==> src/design/eqlk_pkg.sv <==
// ----------------------------------------------------------------------------
// eqlk_pkg
// Shared constants, codes and the arctangent table for the orientation core.
// ----------------------------------------------------------------------------
`default_nettype none

package eqlk_pkg;

    localparam int CORDIC_STAGES_DEF = 16;
    localparam int TABLE_LEN         = 24;

    // Widths of the internal datapaths.
    localparam int DW = 33;
    localparam int VW = 38;
    localparam int CW = 34;
    localparam int QW = 18;

    localparam logic [31:0] GAIN_Q30 = 32'h26DD3B6A;
    localparam logic [14:0] GAIN_HI  = 15'd19898;
    localparam logic [14:0] GAIN_LO  = 15'd15210;

    typedef enum logic
    {
        ACT_EULER = 1'b0,
        ACT_LOOK  = 1'b1
    } action_t;

    typedef struct packed
    {
        logic        action;
        logic [16:0] yaw;
        logic [16:0] pitch;
        logic [16:0] roll;
    } ang_sb_t;

    typedef struct packed
    {
        ang_sb_t              ang;
        logic                 hzero;
        logic signed [DW-1:0] dy;
    } vec1_sb_t;

    typedef struct packed
    {
        ang_sb_t     ang;
        logic        hzero;
        logic        ezero;
        logic [31:0] half_yaw;
    } vec2_sb_t;

    function automatic logic [31:0] atan_entry(input int idx);
        logic [31:0] v;
        begin
            case (idx)
                0:       v = 32'd536870912;
                1:       v = 32'd316933406;
                2:       v = 32'd167458907;
                3:       v = 32'd85004756;
                4:       v = 32'd42667331;
                5:       v = 32'd21354465;
                6:       v = 32'd10679838;
                7:       v = 32'd5340245;
                8:       v = 32'd2670163;
                9:       v = 32'd1335087;
                10:      v = 32'd667544;
                11:      v = 32'd333772;
                12:      v = 32'd166886;
                13:      v = 32'd83443;
                14:      v = 32'd41722;
                15:      v = 32'd20861;
                16:      v = 32'd10430;
                17:      v = 32'd5215;
                18:      v = 32'd2608;
                19:      v = 32'd1304;
                20:      v = 32'd652;
                21:      v = 32'd326;
                22:      v = 32'd163;
                23:      v = 32'd81;
                default: v = 32'd0;
            endcase
            return v;
        end
    endfunction

endpackage

`default_nettype wire

==> src/design/eqlk_front.sv <==
// ----------------------------------------------------------------------------
// eqlk_front
// Direction deltas and their shared normalizing left shift, four stages.
// ----------------------------------------------------------------------------
`default_nettype none

module eqlk_front
    import eqlk_pkg::*;
#(
    parameter int SB_W = 1
)
(
    input  wire logic                 clk,
    input  wire logic                 rst_n,
    input  wire logic                 en,
    input  wire logic                 in_vld,
    input  wire logic [SB_W-1:0]      in_sb,
    input  wire logic signed [31:0]   pos_x,
    input  wire logic signed [31:0]   pos_y,
    input  wire logic signed [31:0]   pos_z,
    input  wire logic signed [31:0]   tgt_x,
    input  wire logic signed [31:0]   tgt_y,
    input  wire logic signed [31:0]   tgt_z,
    output logic                      out_vld,
    output logic [SB_W-1:0]           out_sb,
    output logic signed [DW-1:0]      out_dx,
    output logic signed [DW-1:0]      out_dy,
    output logic signed [DW-1:0]      out_dz,
    output logic                      out_hzero
);

    logic [3:0]           vld_reg;
    logic [SB_W-1:0]      sb1_reg, sb2_reg, sb3_reg, sb4_reg;
    logic signed [DW-1:0] dx1_reg, dy1_reg, dz1_reg;
    logic signed [DW-1:0] dx2_reg, dy2_reg, dz2_reg;
    logic signed [DW-1:0] dx3_reg, dy3_reg, dz3_reg;
    logic signed [DW-1:0] dx4_reg, dy4_reg, dz4_reg;
    logic                 hz2_reg, hz3_reg, hz4_reg;
    logic [31:0]          orm_reg;
    logic [4:0]           sh_reg;
    logic signed [DW-1:0] ax, ay, az;
    logic [31:0]          orm_next;
    logic [4:0]           sh_next;

    always_comb
    begin
        ax = dx1_reg[DW-1] ? -dx1_reg : dx1_reg;
        ay = dy1_reg[DW-1] ? -dy1_reg : dy1_reg;
        az = dz1_reg[DW-1] ? -dz1_reg : dz1_reg;
        orm_next = ax[31:0] | ay[31:0] | az[31:0];
    end

    always_comb
    begin
        sh_next = '0;
        for (int i = 0; i < 32; i++)
        begin
            if (orm_reg[i])
            begin
                sh_next = 5'(31 - i);
            end
        end
    end

    always_ff @(posedge clk or negedge rst_n)
    begin
        if (!rst_n)
        begin
            vld_reg <= '0;
        end
        else if (en)
        begin
            vld_reg <= {vld_reg[2:0], in_vld};
        end
    end

    always_ff @(posedge clk)
    begin
        if (en)
        begin
            sb1_reg <= in_sb;
            dx1_reg <= DW'(tgt_x) - DW'(pos_x);
            dy1_reg <= DW'(tgt_y) - DW'(pos_y);
            dz1_reg <= DW'(tgt_z) - DW'(pos_z);

            sb2_reg <= sb1_reg;
            dx2_reg <= dx1_reg;
            dy2_reg <= dy1_reg;
            dz2_reg <= dz1_reg;
            hz2_reg <= (dx1_reg == '0) && (dz1_reg == '0);
            orm_reg <= orm_next;

            sb3_reg <= sb2_reg;
            dx3_reg <= dx2_reg;
            dy3_reg <= dy2_reg;
            dz3_reg <= dz2_reg;
            hz3_reg <= hz2_reg;
            sh_reg  <= sh_next;

            sb4_reg <= sb3_reg;
            dx4_reg <= dx3_reg <<< sh_reg;
            dy4_reg <= dy3_reg <<< sh_reg;
            dz4_reg <= dz3_reg <<< sh_reg;
            hz4_reg <= hz3_reg;
        end
    end

    assign out_vld   = vld_reg[3];
    assign out_sb    = sb4_reg;
    assign out_dx    = dx4_reg;
    assign out_dy    = dy4_reg;
    assign out_dz    = dz4_reg;
    assign out_hzero = hz4_reg;

endmodule

`default_nettype wire

==> config.mk <==
export PLATFORM = sky130hd
export DESIGN_NAME = eqlk_front
export DESIGN_NICKNAME = d
export VERILOG_FILES = /design/src/design/eqlk_pkg.sv /design/src/design/eqlk_front.sv
export SDC_FILE = /design/constraint.sdc
export NUM_CORES = 1
export LEC_CHECK = 0
export BUFFER_PORTS_ARGS = -buffer_cell sky130_fd_sc_hd__buf_2
export CORE_MARGIN = 4
export CORE_UTILIZATION = 45
export DETAILED_ROUTE_END_ITERATION = 7
export PLACE_DENSITY_LB_ADDON = 0.12
export SYNTH_ARGS = -nofsm -noshare
export SYNTH_HDL_FRONTEND = slang
export SYNTH_SLANG_ARGS = --single-unit
==> constraint.sdc <==
create_clock -name clk -period 2.8 [get_ports clk]
set_clock_uncertainty 0.15 [all_clocks]
set_input_delay 0.42 -clock clk [delete_from_list [all_inputs] [get_ports clk]]
set_output_delay 0.42 -clock clk [all_outputs]
set_load 0.1 [all_outputs]
==> impl_metrics.yaml <==
grt:
  grtUsageMet3: 0.0281
  busiest_layer: "met2"
  first_global_vias: 19800
  grt_pass1_wl_um: 110000
  grt.total_usage: 0.235
  use_met1: 0.309
  grt_max_degree: 82
  met2_usage: 0.393
  grt.overflow.total: 0
  antenna_found_initial: 0
worst_setup_path:
  path_class: "flop to flop"
  cp.arrival_ps: 3320
  required_ps: 2970
  worstPathMaxFanout: 3
  critPathMaxStageDelay_ps: 550
  crit_chain: "or4_4 -> or3_4 -> or3_4 -> or2_4 -> or4_4 -> o31ai_4 -> xor2_1 -> nand3_1"
  cpMaxStageDelayCell: "or4_4"
  startpoint_type: "flop"
  end_kind: "flop"
  crit_family: "simple AND/OR/NAND/NOR gates"
  reg2reg_slack_ps: -350
  path_buf_inv: 0
sta:
  finalSetupTns_ps: -3200
  fin_crit_sh: 1.12
  rsz0062_at_grt: "yes"
  tightest_slew_ps: 791
  fin_crit_ps: 3150
  fin_ws_ps: -348
  slew_viol_final: 0
  clock.fmax_mhz: 318
  setup_violations: 15
  hold_ws_ps: 97.3
  hold_violations: 0
  slew_headroom: 0.467
cells_and_area:
  n_fill_cell: 4706
  antenna_cells: 0
  final_util: 0.583
  drive_above_1_share: 0.298
  seq_area_sq_um: 13300
  nets: 3173
  fin_cells: 3657
  multi_input_area_sq_um: 11300
  area_growth_pct: 27.8
synthesis:
  synth_edf_count: 440
  ys.flop_type: "edfxtp_1"
  synth_nets: 2554
  synthCells: 2255
  synth.distinct_cells: 66
  synth.avg_cell_area_sq_um: 11.2
  seq_area_frac_synth: 0.529
  async_flop_share: 0.00901
  ys_ff_latch: 444
  syn_area_sq_um: 25200
  ys.warnings.count: 0
routing:
  drtIter0Drc: 1216
  vias_per_cell: 5.31
  remaining_drc_errors: 0
  wl_per_cell_um: 19.6
  dr_total_vias: 19400
  drt_wl_total_um: 71600
  detail-route-antenna-nets: 0
  drtPass1Iterations: 7
cts:
  cts_buffer_depth: 3
  clk-insertion-delay-late_ps: 580
  h-tree-depth: 2
  cts_tree: "built"
  cts_root_buf: "clkbuf_16"
  path_clk_slew_ps: 60
  clock-sinks: 444
  cts_made_buffers: 47
run:
  maxCapViolations: 0
floorplan:
  rows: 86
  coreArea_sq_um: 55200
  die_w_um: 244
  die_y_um: 244
  dieArea_sq_um: 59800
  pin_count: 299
  start_util: 0.456
placed_design:
  gp_congestion: 0.936
  io_buffer_count: 298
  hpwl_um: 57400
  dp_cells: 3560
power:
  p_per_area_nw_per_um2: 653
  power.internal_w: 0.0145
  pwr-share-comb: 0.266
  total_switching_power_w: 0.00652
  p_leak_nw: 13.5
  ir_drop_uv: 480
  swShare: 0.311
  seqPwrFrac: 0.424
  clockPowerShare: 0.310
run_status:
  status: "finished with violations"
  violations: "setup timing"
hold_path:
  min_path_type: "input pin to flop"
[layout by cell type, fill, tap and decap left out, types with 16 or more instances in the layout]
cell         n
ha_1        97
nand3_1     53
clkbuf_16   49
mux4_2      36
or3_1       17
a21oi_1    128
xor2_1      89
o21a_1      35
edfxtp_1   440
nand2_1    253
inv_1      148
buf_2      296
nor2_1     156
a211oi_1    26
o211ai_1    28
o31ai_1     19
buf_4      334
nor2b_1     20
mux2_2      30
xnor2_1     76
nor3_1      35
o21bai_1    16
o21ai_0    122
mux2i_1     94
a21o_1      29
[path summary, 6_finish.rpt]
check	depth (start not counted)	endpoint	startpoint
max in group asynchronous	3	vld_reg[0]$_DFFE_PN0P_	rst_n
setup reg to reg	8	orm_reg[26]$_DFFE_PP_	dz1_reg[9]$_DFFE_PP_
hold reg to reg	0	dz3_reg[3]$_DFFE_PP_	dz2_reg[3]$_DFFE_PP_
min in group asynchronous	3	vld_reg[3]$_DFFE_PN0P_	rst_n
hold / removal	3	dz1_reg[0]$_DFFE_PP_	pos_z[0]
setup / recovery	8	orm_reg[26]$_DFFE_PP_	dz1_reg[9]$_DFFE_PP_
[power groups by stage]
| stage | logic [W] | registers (W) | clock network (W) |
|---|---|---|---|
| after detailed placement | 0.00549 | 0.00902 | 0 |
| after CTS | 0.00555 | 0.00889 | 0.00666 |
| after global routing | 0.00602 | 0.00898 | 0.00692 |
| after floorplan | 0.00245 | 0.00981 | 0 |
| after global placement | 0.00545 | 0.00899 | 0 |
| final | 0.00558 | 0.00890 | 0.00651 |
[area by class of cell]
type                       instances  area share
inverter                         152      0.0181
sequential                       444       0.414
timing repair buffer             653       0.136
tap                              748      0.0291
clock inverter                    30      0.0119
clock buffer                      54      0.0387
multi-input combinational       1576       0.352
[worst register-to-register path, cell delays in order (launching register included)]
cell and delay [ps]:
edfxtp_1 390, or4_4 550, or3_4 340, or3_4 350, or2_4 260, or4_4 450, o31ai_4 190, xor2_1 160
nand3_1 70
[synth_stat cells (5+ instances only)]
cell type | instances | area (sq um)
ha_1 | 99 | 1240
buf_1 | 18 | 67.6
mux2_2 | 30 | 338
o31ai_1 | 28 | 210
mux4_2 | 36 | 811
nor4_1 | 12 | 75.1
nand2_1 | 256 | 961
a21o_1 | 29 | 218
nor2_1 | 159 | 597
a311oi_1 | 5 | 43.8
clkbuf_1 | 65 | 244
edfxtp_1 | 440 | 13200
a31oi_1 | 11 | 68.8
xor2_1 | 89 | 780
a21boi_0 | 5 | 37.5
xnor2_1 | 76 | 666
nand2b_1 | 13 | 81.3
and2_1 | 7 | 43.8
mux2i_1 | 95 | 951
a31o_2 | 8 | 70.1
or2_2 | 7 | 43.8
o211ai_1 | 28 | 210
and3_1 | 13 | 81.3
or4_1 | 10 | 75.1
o22ai_1 | 13 | 81.3
nand3_1 | 56 | 280
nor3_1 | 38 | 190
inv_1 | 149 | 559
o31a_1 | 9 | 78.8
o41ai_1 | 9 | 78.8
a211oi_1 | 28 | 210
o21a_1 | 35 | 263
a21oi_1 | 134 | 671
nor2b_1 | 21 | 131
or3_1 | 20 | 125
o21ai_0 | 132 | 661
nand3b_1 | 5 | 37.5
o21bai_1 | 16 | 120
[kinds of logic (layout without fill, tap and decap cells)]
family	count (synthesis)	in the layout	synth area share
muxes	161	161	0.0834
adders and majority gates	102	102	0.0516
buffers and inverters	235	889	0.0351
xor gates and xnor gates	165	165	0.0574
AOI/OAI and AO/OA	520	520	0.131
and+or+nand+nor	628	628	0.112
DFF	444	444	0.529
[per-stage QoR]
step	setup WS, ps	power [W]	area [sq um]
final	-348	0.0210	32200
after global routing	-420	0.0219	32200
after CTS	-359	0.0211	32000
after global placement	-566	0.0144	30100
after detailed placement	-619	0.0145	30100
after floorplan	-291	0.0123	25300
[routing by layer]
layer / routed length (um) / vias up
met3: 3320 / 128
met5: 0 / -
li1: - / 9563
met4: 3290 / 0
met1: 31200 / 9157
met2: 33800 / 564
[what timing repair did]
action	CTS	global route
endpoints found under the hold margin	6	0
pin swaps	12	21
hold buffers	4	0
buffers inserted	6	3
resized for setup	37	31
endpoints found under the setup margin	15	28
Power figures use the tool's default switching activity.
