--- src/design/eqlk_pkg.sv ---
// ----------------------------------------------------------------------------
// eqlk_pkg
// Shared constants, codes and the arctangent table for the orientation core.
// ----------------------------------------------------------------------------
`default_nettype none

package eqlk_pkg;

    localparam int CORDIC_STAGES_DEF = 16;
    localparam int TABLE_LEN         = 24;

    // Widths of the internal datapaths.
    localparam int DW = 33;
    localparam int VW = 38;
    localparam int CW = 34;
    localparam int QW = 18;

    localparam logic [31:0] GAIN_Q30 = 32'h26DD3B6A;
    localparam logic [14:0] GAIN_HI  = 15'd19898;
    localparam logic [14:0] GAIN_LO  = 15'd15210;

    typedef enum logic
    {
        ACT_EULER = 1'b0,
        ACT_LOOK  = 1'b1
    } action_t;

    typedef struct packed
    {
        logic        action;
        logic [16:0] yaw;
        logic [16:0] pitch;
        logic [16:0] roll;
    } ang_sb_t;

    typedef struct packed
    {
        ang_sb_t              ang;
        logic                 hzero;
        logic signed [DW-1:0] dy;
    } vec1_sb_t;

    typedef struct packed
    {
        ang_sb_t     ang;
        logic        hzero;
        logic        ezero;
        logic [31:0] half_yaw;
    } vec2_sb_t;

    function automatic logic [31:0] atan_entry(input int idx);
        logic [31:0] v;
        begin
            case (idx)
                0:       v = 32'd536870912;
                1:       v = 32'd316933406;
                2:       v = 32'd167458907;
                3:       v = 32'd85004756;
                4:       v = 32'd42667331;
                5:       v = 32'd21354465;
                6:       v = 32'd10679838;
                7:       v = 32'd5340245;
                8:       v = 32'd2670163;
                9:       v = 32'd1335087;
                10:      v = 32'd667544;
                11:      v = 32'd333772;
                12:      v = 32'd166886;
                13:      v = 32'd83443;
                14:      v = 32'd41722;
                15:      v = 32'd20861;
                16:      v = 32'd10430;
                17:      v = 32'd5215;
                18:      v = 32'd2608;
                19:      v = 32'd1304;
                20:      v = 32'd652;
                21:      v = 32'd326;
                22:      v = 32'd163;
                23:      v = 32'd81;
                default: v = 32'd0;
            endcase
            return v;
        end
    endfunction

endpackage

`default_nettype wire

--- src/design/eqlk_rot_cordic.sv ---
// ----------------------------------------------------------------------------
// eqlk_rot_cordic
// Pipelined rotation CORDIC: Q30 cosine and sine of a 32-bit binary angle.
// ----------------------------------------------------------------------------
`default_nettype none

module eqlk_rot_cordic
    import eqlk_pkg::*;
#(
    parameter int NS   = CORDIC_STAGES_DEF,
    parameter int SB_W = 1
)
(
    input  wire logic                 clk,
    input  wire logic                 rst_n,
    input  wire logic                 en,
    input  wire logic                 in_vld,
    input  wire logic [SB_W-1:0]      in_sb,
    input  wire logic [31:0]          in_ang,
    output logic                      out_vld,
    output logic [SB_W-1:0]           out_sb,
    output logic signed [CW-1:0]      out_cos,
    output logic signed [CW-1:0]      out_sin
);

    localparam int ZW = 34;

    logic signed [CW-1:0] x_reg [NS];
    logic signed [CW-1:0] y_reg [NS];
    logic signed [ZW-1:0] z_reg [NS];
    logic [SB_W-1:0]      sb_reg [NS];
    logic [NS-1:0]        flip_reg;
    logic [NS-1:0]        vld_reg;
    logic                 ovld_reg;
    logic [SB_W-1:0]      osb_reg;
    logic signed [CW-1:0] cos_reg, sin_reg;
    logic                 flip0;
    logic [31:0]          a0;
    logic signed [ZW-1:0] z0;

    always_comb
    begin
        flip0 = in_ang[31] ^ in_ang[30];
        a0    = flip0 ? (in_ang ^ 32'h80000000) : in_ang;
        z0    = {{(ZW-32){a0[31]}}, a0};
    end

    for (genvar g = 0; g < NS; g++)
    begin : g_stage
        localparam logic [31:0] ATN = atan_entry(g);
        logic signed [CW-1:0] x_i, y_i, x_next, y_next;
        logic signed [ZW-1:0] z_i, z_next;
        logic [SB_W-1:0]      sb_i;
        logic                 v_i, f_i;

        if (g == 0)
        begin : g_first
            assign x_i  = CW'(GAIN_Q30);
            assign y_i  = '0;
            assign z_i  = z0;
            assign sb_i = in_sb;
            assign v_i  = in_vld;
            assign f_i  = flip0;
        end
        else
        begin : g_rest
            assign x_i  = x_reg[g-1];
            assign y_i  = y_reg[g-1];
            assign z_i  = z_reg[g-1];
            assign sb_i = sb_reg[g-1];
            assign v_i  = vld_reg[g-1];
            assign f_i  = flip_reg[g-1];
        end

        always_comb
        begin
            if (!z_i[ZW-1])
            begin
                x_next = x_i - (y_i >>> g);
                y_next = y_i + (x_i >>> g);
                z_next = z_i - ZW'(ATN);
            end
            else
            begin
                x_next = x_i + (y_i >>> g);
                y_next = y_i - (x_i >>> g);
                z_next = z_i + ZW'(ATN);
            end
        end

        always_ff @(posedge clk or negedge rst_n)
        begin
            if (!rst_n)
            begin
                vld_reg[g] <= 1'b0;
            end
            else if (en)
            begin
                vld_reg[g] <= v_i;
            end
        end

        always_ff @(posedge clk)
        begin
            if (en)
            begin
                x_reg[g]    <= x_next;
                y_reg[g]    <= y_next;
                z_reg[g]    <= z_next;
                sb_reg[g]   <= sb_i;
                flip_reg[g] <= f_i;
            end
        end
    end

    always_ff @(posedge clk or negedge rst_n)
    begin
        if (!rst_n)
        begin
            ovld_reg <= 1'b0;
        end
        else if (en)
        begin
            ovld_reg <= vld_reg[NS-1];
        end
    end

    always_ff @(posedge clk)
    begin
        if (en)
        begin
            osb_reg <= sb_reg[NS-1];
            cos_reg <= flip_reg[NS-1] ? -x_reg[NS-1] : x_reg[NS-1];
            sin_reg <= flip_reg[NS-1] ? -y_reg[NS-1] : y_reg[NS-1];
        end
    end

    assign out_vld = ovld_reg;
    assign out_sb  = osb_reg;
    assign out_cos = cos_reg;
    assign out_sin = sin_reg;

endmodule

`default_nettype wire

--- config.mk ---
export PLATFORM = sky130hd
export DESIGN_NAME = eqlk_rot_cordic
export DESIGN_NICKNAME = d
export VERILOG_FILES = /design/src/design/eqlk_pkg.sv /design/src/design/eqlk_rot_cordic.sv
export SDC_FILE = /design/constraint.sdc
export NUM_CORES = 2
export LEC_CHECK = 0
export BUFFER_PORTS_ARGS = -buffer_cell sky130_fd_sc_hd__buf_2
export CAP_MARGIN = 15
export CORE_ASPECT_RATIO = 0.5
export CORE_UTILIZATION = 40
export CTS_CLUSTER_DIAMETER = 50
export DETAILED_ROUTE_END_ITERATION = 6
export HOLD_SLACK_MARGIN = 0.08
export PLACE_DENSITY = 0.62
export SLEW_MARGIN = 10
export SYNTH_ARGS = -nofsm -noshare
export SYNTH_HDL_FRONTEND = slang
export SYNTH_SLANG_ARGS = --single-unit
--- constraint.sdc ---
create_clock -name clk -period 12.8 [get_ports clk]
set_input_delay 0.64 -clock clk [delete_from_list [all_inputs] [get_ports clk]]
set_output_delay 0.64 -clock clk [all_outputs]
set_load 0.02 [all_outputs]
==> reports/qor.tcl <==
set qor(run_status) {finished, final reports clean}
set qor(antenna_left) 0
set qor(die_width_um) 805.6
set qor(postSynth.topFlopCell) {edfxtp_1}
set qor(drc) 0
set qor(yosysTopAreaCellShare_pct) 36.50
set qor(final_weighted_congestion_in_routability_driven_placement) 0.9441
set qor(synth_seq_cells) 1587
set qor(yosys_warning_count) 0
set qor(final_hold_vios) 0
set qor(cts_buffer_depth) 4
set qor(synthCells) 13320
set qor(path_max_fanout) 6
set qor(worst_skew_pair.late_latency_ps) 880
set qor(yosys.area.top_type) {edfxtp_1}
set qor(timing_worst_slew_pin_value_ps) 1133
set qor(final_core_utilization_pct) 43.74
set qor(post_route_cells_drive_above_1_share_pct) 4.409
set qor(post_cts.resized_instances) 0
set qor(critPathSlowestCell) {nor4b_1}
set qor(floorplan.die_area_um2) 325300
set qor(drt_first_pass_iters) 6
set qor(avgRoutedWirePerCell_um) 17.05
set qor(crit_path_max_incr_delay_ps) 790
set qor(grt_max_degree) 183
set qor(crit_path_end_kind) {register}
set qor(critical_path_class) {register to register}
set qor(drt-total-wl_mm) 305.8
set qor(first_pass_grt_wire_length_mm) 490.2
set qor(numPortBuffers) 106
set qor(post_synth_num_cell_types) 90
set qor(grt.total_usage_pct) 18.14
set qor(via_per_inst) 5.412
set qor(global_route.overflow_total) 0
set qor(tritoncts_num_sinks) 1587
set qor(final_max_slew_viol_count) 0
set qor(skew_ps) 60.33
set qor(drv.max_cap_violation_count) 0
set qor(setup_viol_count_final) 0
set qor(post-route-period-util_pct) 42.27
set qor(final.setup.tns_ps) 0
set qor(initial_core_util_pct) 40.22
set qor(slew-limit-headroom_pct) 24.40
set qor(core-area_um2) 321100
set qor(cp_data_required_time_ps) 13400
set qor(cts-htree-levels) 4
set qor(postSynthNetCount) 14800
set qor(netlist_top_cells_area) {edfxtp_1 (37%), ha_1 (14%), xnor2_1 (8.5%)}
set qor(ctsRootBufferMaster) {clkbuf_16}
set qor(rsz0062_at_grt) {no}
set qor(cts_inserted_buffers) 174
set qor(detail_route.iter0.violations) 5769
set qor(path_cells) {or4_1 -> nor3_1 -> nor4b_1 -> nor2_1 -> xnor2_1 -> ha_1 -> a21oi_1 -> o21bai_1 -> a21o_1 -> a21o_1 -> nor3b_1 -> o311ai_0 -> a41oi_1 -> o21ai_0 -> or4_1 -> and3_1}
set qor(antenna_found_initial) 1
set qor(timing.critical_path.arrival_ps) 6010
set qor(height_of_the_die_um) 403.8
set qor(cp_launch_type) {register}
set qor(largest_reg_flops) 511
set qor(first_global_vias) 93860
set qor(synth_sequential_area_ratio_pct) 36.83
set qor(flow.area_growth_from_synthesis_pct) 8.753
set qor(clock_tree_from_tritoncts) {yes}
set qor(finalNetCount) 14960
set qor(synth_area_um2) 129200
set qor(max_freq_mhz) 184.8
set qor(via_count) 97040
set qor(placement_rows) 147
set qor(final.min_clock_period_ps) 5411
set qor(min_path_type) {input port to register}
set qor(detailedPlacementHpwl_mm) 240.6
set qor(synth_enable_flop_cells) 1570
set qor(synth-async-reset-ratio_pct) 1.071
set qor(syn-mean-instance-area_um2) 9.699
set qor(io_pins) 107
set qor(cts.reportedPaths.clkPinSlew_ps) 60
-- layer usage --
| layer | track usage, % | part of all wire, % |
|---|---|---|
| met3 | 1.969 | 3.2 |
| met2 | 31.56 | 47 |
| met5 | 0 | 0 |
| met4 | 6.820 | 4.1 |
| met1 | 23.26 | 46 |
-- final cells by class --
| cell class | instances | area (µm²) |
|---|---|---|
| inverters | 628 | 2357 |
| diodes | 1 | 2.502 |
| well taps | 4321 | 5406 |
| fillers | 30520 | 180700 |
| clock inverters | 97 | 762.0 |
| multi-input cells | 10900 | 78480 |
| flip-flops and latches | 1587 | 47570 |
| repair buffers | 195 | 1346 |
| clock buffers | 204 | 4549 |
-- cell usage after synthesis, types with 30 or more instances --
cell type,n
a31o_2,31
o21a_1,178
a211oi_1,111
o21bai_1,178
nor4_1,90
a31oi_1,157
a21o_1,684
a211o_1,32
inv_1,625
clkbuf_1,150
o21ai_0,607
or3_1,76
and3_1,148
or4_1,41
nor2_1,1045
nand4_1,88
mux2_2,70
a2111oi_0,31
xnor2_1,1253
and2_1,65
nand2b_1,183
ha_1,1397
xor2_1,635
o31ai_1,79
o211ai_1,56
nor2b_1,200
a311oi_1,38
nand3_1,239
nor3b_1,32
a21boi_0,52
mux2i_1,77
nand3b_1,30
nand2_1,664
fa_1,44
buf_1,50
a21oi_1,1484
nor3_1,363
or2_2,52
o41ai_1,43
edfxtp_1,1570
-- worst paths after layout --
kind	cells past startpoint	slack, ps	from	end
worst max-delay path	16	7390	x_reg[1][16]$_DFFE_PP_	y_reg[1][67]$_DFFE_PP_
worst min-delay path	2	160	in_ang[30]	y_reg[0][29]$_DFFE_PP_
worst max register to register	16	7390	x_reg[1][16]$_DFFE_PP_	y_reg[1][67]$_DFFE_PP_
worst min register to register	0	410	z_reg[1][102]$_DFFE_PP_	z_reg[1][136]$_DFFE_PP_
max in group asynchronous	2	12270	rst_n	g_stage[13].v_i$_DFFE_PN0P_
min in group asynchronous	2	250	rst_n	g_stage[4].v_i$_DFFE_PN0P_
-- per-stage QoR --
step / cell area, µm² / hold WS, ps / setup slack [ps] / std cells
6_report: 140500 / 156.7 / 7389 / 17930
5_1_grt: 140500 / 106.0 / 6993 / 17930
4_1_cts: 140500 / 88.10 / 7447 / 17930
3_5_place_dp: 134800 / 404.5 / 7479 / 17600
3_3_place_gp: 134800 / 401.1 / 7379 / 17600
2_1_floorplan: 129200 / 344.4 / 8203 / 13320
-- cell usage in the layout, fill, tap and decap left out, drive strengths merged, types with 88 or more instances in the layout --
cell type / n
a211oi: 111
a21o: 684
a21oi: 1484
a31oi: 157
and3: 148
buf: 162
clkbuf: 204
edfxtp: 1570
ha: 1397
inv: 640
nand2: 664
nand2b: 183
nand3: 239
nand4: 88
nor2: 1045
nor2b: 200
nor3: 363
nor4: 93
o21a: 178
o21ai: 609
o21bai: 178
xnor2: 1253
xor2: 635
-- critical path, delay by kind of cell (launching register included) --
kind / cells / cell delay [ps]
adder cells (fa/ha/maj): 1 / 360
XOR/XNOR: 1 / 160
AO/OA/AOI/OAI: 7 / 1610
AND/OR/NAND/NOR: 7 / 2570
flip-flops: 1 / 450
-- cells by family (layout without fill, tap and decap cells) --
kind of cell	after synthesis	count (layout)	synth area share, %
flip-flops	1587	1587	36.83
buffers and inverters	831	1124	2.420
multiplexers	147	147	1.207
adder cells (fa/ha/maj)	1441	1441	14.21
XOR/XNOR	1888	1888	12.80
other	0	1	0
AO/OA/AOI/OAI	4015	4015	19.60
AND/OR/NAND/NOR	3408	3408	12.92
-- what timing repair did --
action | in CTS | in global routing
hold buffers | 33 | 0
setup buffers | 0 | 0
endpoints found under the hold margin | 49 | 0
Power is not shown: default switching activity piles up to over one toggle a cycle in this logic, so the estimate is an artifact.
